`config.mk`:
```
export PLATFORM = sky130hd
export DESIGN_NAME = modbus_rtu_master_frame_check
export DESIGN_NICKNAME = d
export VERILOG_FILES = /design/src/design/mrfc_pkg.sv /design/src/design/modbus_rtu_master_frame_check.sv
export SDC_FILE = /design/constraint.sdc
export NUM_CORES = 1
export LEC_CHECK = 0
export BUFFER_PORTS_ARGS = -buffer_cell sky130_fd_sc_hd__clkbuf_2
export CORE_MARGIN = 4
export CORE_UTILIZATION = 58
export DETAILED_ROUTE_END_ITERATION = 8
export PLACE_DENSITY = 0.78
export REMOVE_ABC_BUFFERS = 1
export SLEW_MARGIN = 10
export SYNTH_ARGS = -nofsm -noshare
export SYNTH_HDL_FRONTEND = slang
export SYNTH_SLANG_ARGS = --single-unit
```
`constraint.sdc`:
```
create_clock -name clk -period 8 [get_ports clk]
set_input_delay 1.6 -clock clk [delete_from_list [all_inputs] [get_ports clk]]
set_output_delay 1.6 -clock clk [all_outputs]
set_load 0.05 [all_outputs]
```
`src/design/mrfc_pkg.sv`:
```
`timescale 1ns / 1ps
`default_nettype none

package mrfc_pkg;

  // item kinds on the slave side (tuser)
  localparam logic FUNC_REQUEST = 1'b0;
  localparam logic FUNC_REPLY   = 1'b1;

  // result kinds on the master side (tuser)
  localparam logic KIND_TX      = 1'b0;
  localparam logic KIND_VERDICT = 1'b1;

  // Modbus function codes
  localparam logic [7:0] FC_READ_HOLDING = 8'd3;
  localparam logic [7:0] FC_READ_INPUT   = 8'd4;
  localparam logic [7:0] FC_WRITE_SINGLE = 8'd6;

  // reply verdicts
  localparam logic [2:0] ST_OK         = 3'd0;
  localparam logic [2:0] ST_BAD_LENGTH = 3'd1;
  localparam logic [2:0] ST_BAD_CRC    = 3'd2;
  localparam logic [2:0] ST_BAD_HEADER = 3'd3;
  localparam logic [2:0] ST_ECHO_ERR   = 3'd4;

  localparam logic [3:0]  READ_LEN       = 4'd7;
  localparam logic [3:0]  WRITE_LEN      = 4'd8;
  localparam logic [3:0]  CRC_SPAN       = 4'd5;
  localparam logic [7:0]  READ_BYTE_CNT  = 8'd2;
  localparam logic [7:0]  ADDR_RESET     = 8'd254;
  localparam logic [15:0] CRC_INIT       = 16'hFFFF;
  localparam logic [15:0] CRC_POLY       = 16'hA001;

  typedef logic [7:0] byte_t;

  // one byte of the reflected Modbus CRC-16
  function automatic logic [15:0] crc_byte(input logic [15:0] crc, input byte_t b);
    logic [15:0] c;
    c = crc ^ {8'h00, b};
    for (int k = 0; k < 8; k++) begin
      if (c[0]) begin
        c = (c >> 1) ^ CRC_POLY;
      end else begin
        c = c >> 1;
      end
    end
    return c;
  endfunction

endpackage

`default_nettype wire

```
`src/design/modbus_rtu_master_frame_check.sv`:
```
`timescale 1ns / 1ps
`default_nettype none

// Modbus RTU master request framer and reply checker.
// Slave side (s_*): one transaction is either a request (tuser 0: function code,
// register, value) or one received reply byte (tuser 1); tlast marks the end of
// a reply (timeout) and then carries no byte.
// Master side (m_*): tuser 0 is a request frame byte (eight per accepted request,
// tlast on the eighth, CRC low then high last); tuser 1 is a reply verdict with
// status and the read data word.
// cfg_we/cfg_wdata write the slave address; write it only while the block is idle.
// An item is held in the input register, then its result, if any, is in the output
// register; a request first loads the frame sequencer, which sends the frame
// bytes one per cycle unless m_tready stalls the output.
// The input takes one item per cycle, but a reply byte waits while the output is
// stalled, and a request holds the input for as long as its frame goes out.
// Requests with an unknown function code or a zero read count give no output.
// Reset: empty pipeline, address 254, a 7-byte read reply expected.
// A stall on m_tready holds the output register; the input register still takes
// one item, and then s_tready drops until the result can move.
module modbus_rtu_master_frame_check
  import mrfc_pkg::*;
(
  input  wire logic        clk,
  input  wire logic        rst,
  input  wire logic        cfg_we,
  input  wire logic [7:0]  cfg_wdata,
  input  wire logic        s_tvalid,
  output logic             s_tready,
  // [7:0] function_code, [23:8] register_address, [39:24] register_value,
  // [47:40] rx_byte
  input  wire logic [47:0] s_tdata,
  input  wire logic        s_tuser,   // func
  input  wire logic        s_tlast,   // end_of_reply
  output logic             m_tvalid,
  input  wire logic        m_tready,
  // [7:0] tx_byte, [10:8] status, [26:11] data_word, [31:27] zero
  output logic [31:0]      m_tdata,
  output logic             m_tuser,   // kind
  output logic             m_tlast    // last
);

  // input register
  logic        in_valid;
  logic        in_func;
  logic        in_eor;
  byte_t       in_fcode;
  logic [15:0] in_reg;
  logic [15:0] in_val;
  byte_t       in_rx;

  // block state
  byte_t       device_address;
  byte_t       sent_frame [8];
  byte_t       reply_bytes [8];
  logic [3:0]  reply_count;
  logic [3:0]  expected_length;
  logic        expect_echo;
  logic [15:0] reply_crc;

  // frame sequencer
  logic        frame_active;
  logic [2:0]  frame_idx;
  logic [15:0] frame_crc;

  // output register
  logic        out_kind;
  byte_t       out_tx;
  logic        out_last;
  logic [2:0]  out_status;
  logic [15:0] out_word;

  logic        out_free;
  logic        frame_fire;
  logic        take;
  logic        take_req;
  logic        take_rx;
  logic        is_read;
  logic        is_write;
  logic        req_ok;
  byte_t       fr_byte;
  logic [15:0] fr_crc_next;

  logic        wr_byte;
  logic [3:0]  reply_count_next;
  logic [15:0] reply_crc_next;
  byte_t       rb_next [8];
  logic        verdict_due;
  logic        echo_diff;
  logic [2:0]  judge_status;
  logic [15:0] judge_word;

  assign out_free   = !m_tvalid || m_tready;
  assign frame_fire = frame_active && out_free;
  assign take       = in_valid && !frame_active && (in_func == FUNC_REQUEST || out_free);
  assign take_req   = take && in_func == FUNC_REQUEST && req_ok;
  assign take_rx    = take && in_func == FUNC_REPLY;
  assign s_tready   = !in_valid || take;

  assign is_read  = (in_fcode == FC_READ_HOLDING || in_fcode == FC_READ_INPUT) &&
                    in_val != 16'd0;
  assign is_write = in_fcode == FC_WRITE_SINGLE;
  assign req_ok   = is_read || is_write;

  assign fr_byte     = sent_frame[frame_idx];
  assign fr_crc_next = crc_byte(frame_crc, fr_byte);

  // reply path: state after this byte, then the verdict on it
  always_comb begin
    wr_byte          = !in_eor && !reply_count[3];
    reply_count_next = reply_count + {3'd0, wr_byte};
    reply_crc_next   = (wr_byte && reply_count < CRC_SPAN) ? crc_byte(reply_crc, in_rx)
                                                           : reply_crc;
    for (int i = 0; i < 8; i++) begin
      rb_next[i] = (wr_byte && reply_count[2:0] == 3'(i)) ? in_rx : reply_bytes[i];
    end
    verdict_due = in_eor || !(reply_count_next < expected_length);

    echo_diff = 1'b0;
    for (int i = 0; i < 8; i++) begin
      echo_diff = echo_diff | (rb_next[i] != sent_frame[i]);
    end

    judge_word = 16'd0;
    if (expect_echo) begin
      if (reply_count_next != WRITE_LEN) begin
        judge_status = ST_BAD_LENGTH;
      end else if (echo_diff) begin
        judge_status = ST_ECHO_ERR;
      end else begin
        judge_status = ST_OK;
      end
    end else if (reply_count_next != READ_LEN) begin
      judge_status = ST_BAD_LENGTH;
    end else if (rb_next[5] != reply_crc_next[7:0] || rb_next[6] != reply_crc_next[15:8]) begin
      judge_status = ST_BAD_CRC;
    end else if (rb_next[0] != device_address ||
                 (rb_next[1] != FC_READ_HOLDING && rb_next[1] != FC_READ_INPUT) ||
                 rb_next[2] != READ_BYTE_CNT) begin
      judge_status = ST_BAD_HEADER;
    end else begin
      judge_status = ST_OK;
      judge_word   = {rb_next[3], rb_next[4]};
    end
  end

  // control state
  always_ff @(posedge clk) begin
    if (rst) begin
      in_valid        <= 1'b0;
      m_tvalid        <= 1'b0;
      frame_active    <= 1'b0;
      frame_idx       <= 3'd0;
      device_address  <= ADDR_RESET;
      reply_count     <= 4'd0;
      reply_crc       <= CRC_INIT;
      expected_length <= READ_LEN;
      expect_echo     <= 1'b0;
    end else begin
      if (cfg_we) begin
        device_address <= cfg_wdata;
      end
      if (s_tready) begin
        in_valid <= s_tvalid;
      end
      if (frame_fire || (take_rx && verdict_due)) begin
        m_tvalid <= 1'b1;
      end else if (m_tready) begin
        m_tvalid <= 1'b0;
      end
      if (frame_fire) begin
        frame_idx <= frame_idx + 3'd1;
        if (frame_idx == 3'd7) begin
          frame_active <= 1'b0;
        end
      end
      if (take_req) begin
        frame_active    <= 1'b1;
        frame_idx       <= 3'd0;
        expect_echo     <= is_write;
        expected_length <= is_write ? WRITE_LEN : READ_LEN;
        reply_count     <= 4'd0;
        reply_crc       <= CRC_INIT;
      end
      if (take_rx) begin
        if (verdict_due) begin
          reply_count <= 4'd0;
          reply_crc   <= CRC_INIT;
        end else begin
          reply_count <= reply_count_next;
          reply_crc   <= reply_crc_next;
        end
      end
    end
  end

  // payload
  always_ff @(posedge clk) begin
    if (s_tready) begin
      in_func  <= s_tuser;
      in_eor   <= s_tlast;
      in_fcode <= s_tdata[7:0];
      in_reg   <= s_tdata[23:8];
      in_val   <= s_tdata[39:24];
      in_rx    <= s_tdata[47:40];
    end
    if (frame_fire) begin
      out_kind   <= KIND_TX;
      out_tx     <= fr_byte;
      out_last   <= frame_idx == 3'd7;
      out_status <= ST_OK;
      out_word   <= 16'd0;
      if (frame_idx < 3'd6) begin
        frame_crc <= fr_crc_next;
      end
      if (frame_idx == 3'd5) begin
        sent_frame[6] <= fr_crc_next[7:0];
        sent_frame[7] <= fr_crc_next[15:8];
      end
    end
    if (take_req) begin
      sent_frame[0] <= device_address;
      sent_frame[1] <= in_fcode;
      sent_frame[2] <= in_reg[15:8];
      sent_frame[3] <= in_reg[7:0];
      sent_frame[4] <= in_val[15:8];
      sent_frame[5] <= in_val[7:0];
      frame_crc     <= CRC_INIT;
    end
    if (take_rx) begin
      if (verdict_due) begin
        out_kind   <= KIND_VERDICT;
        out_tx     <= 8'd0;
        out_last   <= 1'b0;
        out_status <= judge_status;
        out_word   <= judge_word;
      end
      for (int i = 0; i < 8; i++) begin
        reply_bytes[i] <= verdict_due ? 8'd0 : rb_next[i];
      end
    end
  end

  assign m_tdata = {5'd0, out_word, out_status, out_tx};
  assign m_tuser = out_kind;
  assign m_tlast = out_last;

  a_count_range: assert property (@(posedge clk) disable iff (rst)
    reply_count <= WRITE_LEN)
    else $error("reply count beyond a full echo");

  a_restart_on_request: assert property (@(posedge clk) disable iff (rst)
    $rose(frame_active) |-> reply_count == 4'd0 && reply_crc == CRC_INIT)
    else $error("reply collection not restarted by a request");

  a_tx_fields_clear: assert property (@(posedge clk) disable iff (rst)
    m_tvalid && m_tuser == KIND_TX |-> m_tdata[26:8] == 19'd0)
    else $error("frame byte carries verdict fields");

  // a held last byte keeps the sequencer at the start of a frame
  a_last_ends_frame: assert property (@(posedge clk) disable iff (rst)
    m_tvalid && m_tuser == KIND_TX && m_tlast |-> frame_idx == 3'd0)
    else $error("frame sequencer moved on past a held last byte");

  a_no_take_in_frame: assert property (@(posedge clk) disable iff (rst)
    frame_active |-> !take)
    else $error("item consumed while a frame is going out");

endmodule

`default_nettype wire
```
==> flow_summary_export.csv <==
group,metric,value,unit
worst_hold_path,hold_path_end,"sent_frame[2][2]",
setup_path,startpoint_type,"flip-flop",
drt,viasPerCell,6.08,
clocking,numCtsBuffers,26,
setup_path,crit_path_start,"in_eor",
finish,reg_top3,"reply_bytes (64), sent_frame (64)",
yosys,ys_ff_latch,262,
clocking,cts_root_buf,"clkbuf_16",
finish,nets,1094,
grt,grt_use_total,25.5,%
setup_path,crit_type,"reg2reg",
yosys,synth-seq-area-share,58.5,%
die,coreArea,20300,sq um
die,rows,52,
finish,final_cells,1311,
setup_path,crit_fanout,73,
worst_hold_path,hold_class,"reg2reg",
grt,grt_pass1_vias,7739,
clocking,tritoncts,"built",
clocking,cts_setup_buffers,0,
drt,drt_iter0_markers,968,
clocking,htree_levels,1,
die,io_pins,99,
die,start_util,59.2,%
drt,wl_met1,12200,um
yosys,yosys_warnings,0,
clocking,cts_buffer_depth,3,
finish,fillers,1519,
drt,dr.pass1.iters,5,
power,ir_worst_vdd,0.245,mV
finish,final_util,66.1,%
drt,dr.max_layer_used,"met4",
yosys,yosysTopAreaCell,"edfxtp_1",
clocking,ctsHoldBuffers,0,
grt,grt-ovfl-total,0,
yosys,synth_commonest_cells,"edfxtp_1 (178), nor2_1 (100), dfxtp_1 (84), mux2i_1 (82), xor2_1 (69)",
finish,antenna_cells,0,
timing,final_hold_viol_count,0,
setup_path,required,8410,ps
drt,wl_per_cell,22.9,um
timing,finalCritPeriodShare,56.3,%
placed_design,port_buffers,93,
die,design.die.area,23100,sq um
timing,relSlewSlack,19.1,%
drt,drt-total-wl,30100,um
yosys,synth.avg_cell_area,12.7,sq um
setup_path,end_kind,"flip-flop",
clocking,cts_resized,0,
timing,setup_violations,0,
placed_design,gp_congestion,0.948,
placed_design,dp.cells,1265,
drt,drc_errors,0,
grt,grt_pass1_wl,46200,um
placed_design,post-dp-hpwl,21900,um
drt,met3WireLength,2220,um
timing,tightest_slew,1210,ps
setup_path,rrSetupSlack,3500,ps
drt,dr_wl_met2,14200,um
timing,clock_skew,8.88,ps
timing,slew_viol_final,0,
flow_run,timing.max_cap.violations,0,
setup_path,rr_endpoint,"out_word[9]",
yosys,syn_inst,947,
worst_hold_path,holdCritStartpoint,"in_reg[10]",
timing,rsz0062_at_grt,"no",
yosys,ys_types,66,
setup_path,r2r_start,"in_eor",
setup_path,cp.arrival,4910,ps
clocking,clkTransAtPathRegs,60,ps
setup_path,r2r_cells,12,
die,die_x,152,um
finish,syn2layout_area_growth,11.6,%
yosys,synth.most_common_cell,"edfxtp_1",
die,fp.dieH,152,um
yosys,syn-cell-area,12000,sq um
timing,finalCriticalPeriod,4500,ps
worst_hold_path,holdPathStages,0,
drt,ant_nets,0,
yosys,async_flop_share,0,%
grt,grt_start_max_net_pins,74,
yosys,synthTopCellsByArea,"edfxtp_1 (44%), dfxtp_1 (14%), mux2i_1 (6.8%), xor2_1 (5.0%), xnor2_1 (3.2%)",
clocking,cts_num_sinks,262,
drt,num_vias,7968,
timing,fin_tns_setup,0,ps
yosys,synth_top_area_share,44.5,%
clocking,clkLatencyLatePin,530,ps
yosys,synth_edf_count,178,
power,p_leak,0.00532,uW
run_status,status,"finished, final reports clean",
finish,drive_gt1_share,16.8,%
power,power_density,224,nW/um^2
yosys,ys.flop_type,"edfxtp_1",
timing,fmax,222,MHz
grt,grt_antenna_before_repair,0,
[final cells by class]
class                      count  area, sq um  share of cell area, %
multi-input combinational    618         4690                   35.0
timing repair buffer         100          518                   3.86
inverter                      15         56.3                  0.420
tap                          270          338                   2.52
clock inverter                12         77.6                  0.579
clock buffer                  34          702                   5.24
sequential                   262         7030                   52.4
[layer usage]
| metal | vias to the layer above | track usage, % |
|---|---|---|
| li1 | 3616 | - |
| met3 | 82 | 3.61 |
| met4 | 0 | 10.3 |
| met2 | 416 | 41.6 |
| met1 | 3854 | 34.9 |
| met5 | - | 0 |
[through the flow]
stage,setup WS (ps),instance area [sq um],hold WS (ps),power (uW)
after floorplan,-20.6,11800,400,1810
after global placement,3590,12600,404,1890
after detailed placement,3480,12600,405,1910
after CTS,3590,13400,416,3020
after global routing,3220,13400,432,3120
final,3500,13400,416,3010
[worst max-delay path, cell delays in order (launching register included)]
cell and delay, ps:
edfxtp_1 500, nor2_1 360, ha_1 260, ha_1 280, ha_1 280, a21o_1 150
a21o_1 170, a211o_2 320, buf_4 330, and2_1 430, nor2_1 970, nand2_1 180
o41ai_1 110
[cells in the final DEF (no fill, tap or decap), types with 5 or more instances in the layout]
| master | instances |
|---|---|
| mux4_2 | 16 |
| nand2_1 | 66 |
| buf_4 | 7 |
| o41ai_2 | 9 |
| and3_1 | 6 |
| mux2i_1 | 82 |
| a31oi_1 | 5 |
| nor2b_1 | 10 |
| xnor2_1 | 44 |
| clkinv_1 | 6 |
| nand2b_1 | 18 |
| xor2_1 | 69 |
| o41ai_1 | 7 |
| nor3_1 | 9 |
| dfxtp_1 | 84 |
| edfxtp_1 | 178 |
| clkbuf_16 | 27 |
| a21oi_1 | 10 |
| conb_1 | 5 |
| clkbuf_1 | 7 |
| a211oi_1 | 10 |
| nand4_1 | 22 |
| nand3_1 | 16 |
| nor2_1 | 100 |
| o22ai_1 | 16 |
| ha_1 | 8 |
| a2bb2oi_1 | 7 |
| a211o_1 | 8 |
| inv_1 | 13 |
| nor4_1 | 11 |
| clkbuf_2 | 93 |
[where the power goes]
group | leakage (uW) | internal (uW) | switching, uW | total, uW
registers | 0.00239 | 1520 | 41.4 | 1560
logic | 0.00255 | 134 | 187 | 321
clock network | 0.000380 | 644 | 484 | 1130
[cells by family (layout without fill, tap and decap cells)]
family                   after synthesis  count (layout)  share of synthesized area (%)
AO/OA/AOI/OAI                        101             101                           6.78
buffers and inverters                 71             161                           2.75
flip-flops                           262             262                           58.5
multiplexers                         100             100                           10.0
XOR/XNOR                             122             122                           9.82
adder cells (fa/ha/maj)                8               8                          0.833
other                                  1               5                         0.0312
AND/OR/NAND/NOR                      282             282                           11.2
[how the worst max path moves through the flow]
stage              endpoint  slack [ps]  depth (start not counted)
2_1_floorplan      s_tready         -20                          3
3_3_place_gp   out_word[11]        3590                          7
3_5_place_dp   out_word[10]        3480                          7
4_1_cts         out_word[9]        3590                         12
5_1_grt        out_word[10]        3220                         13
6_report        out_word[9]        3500                         12
(Power assumes the default switching activity.)
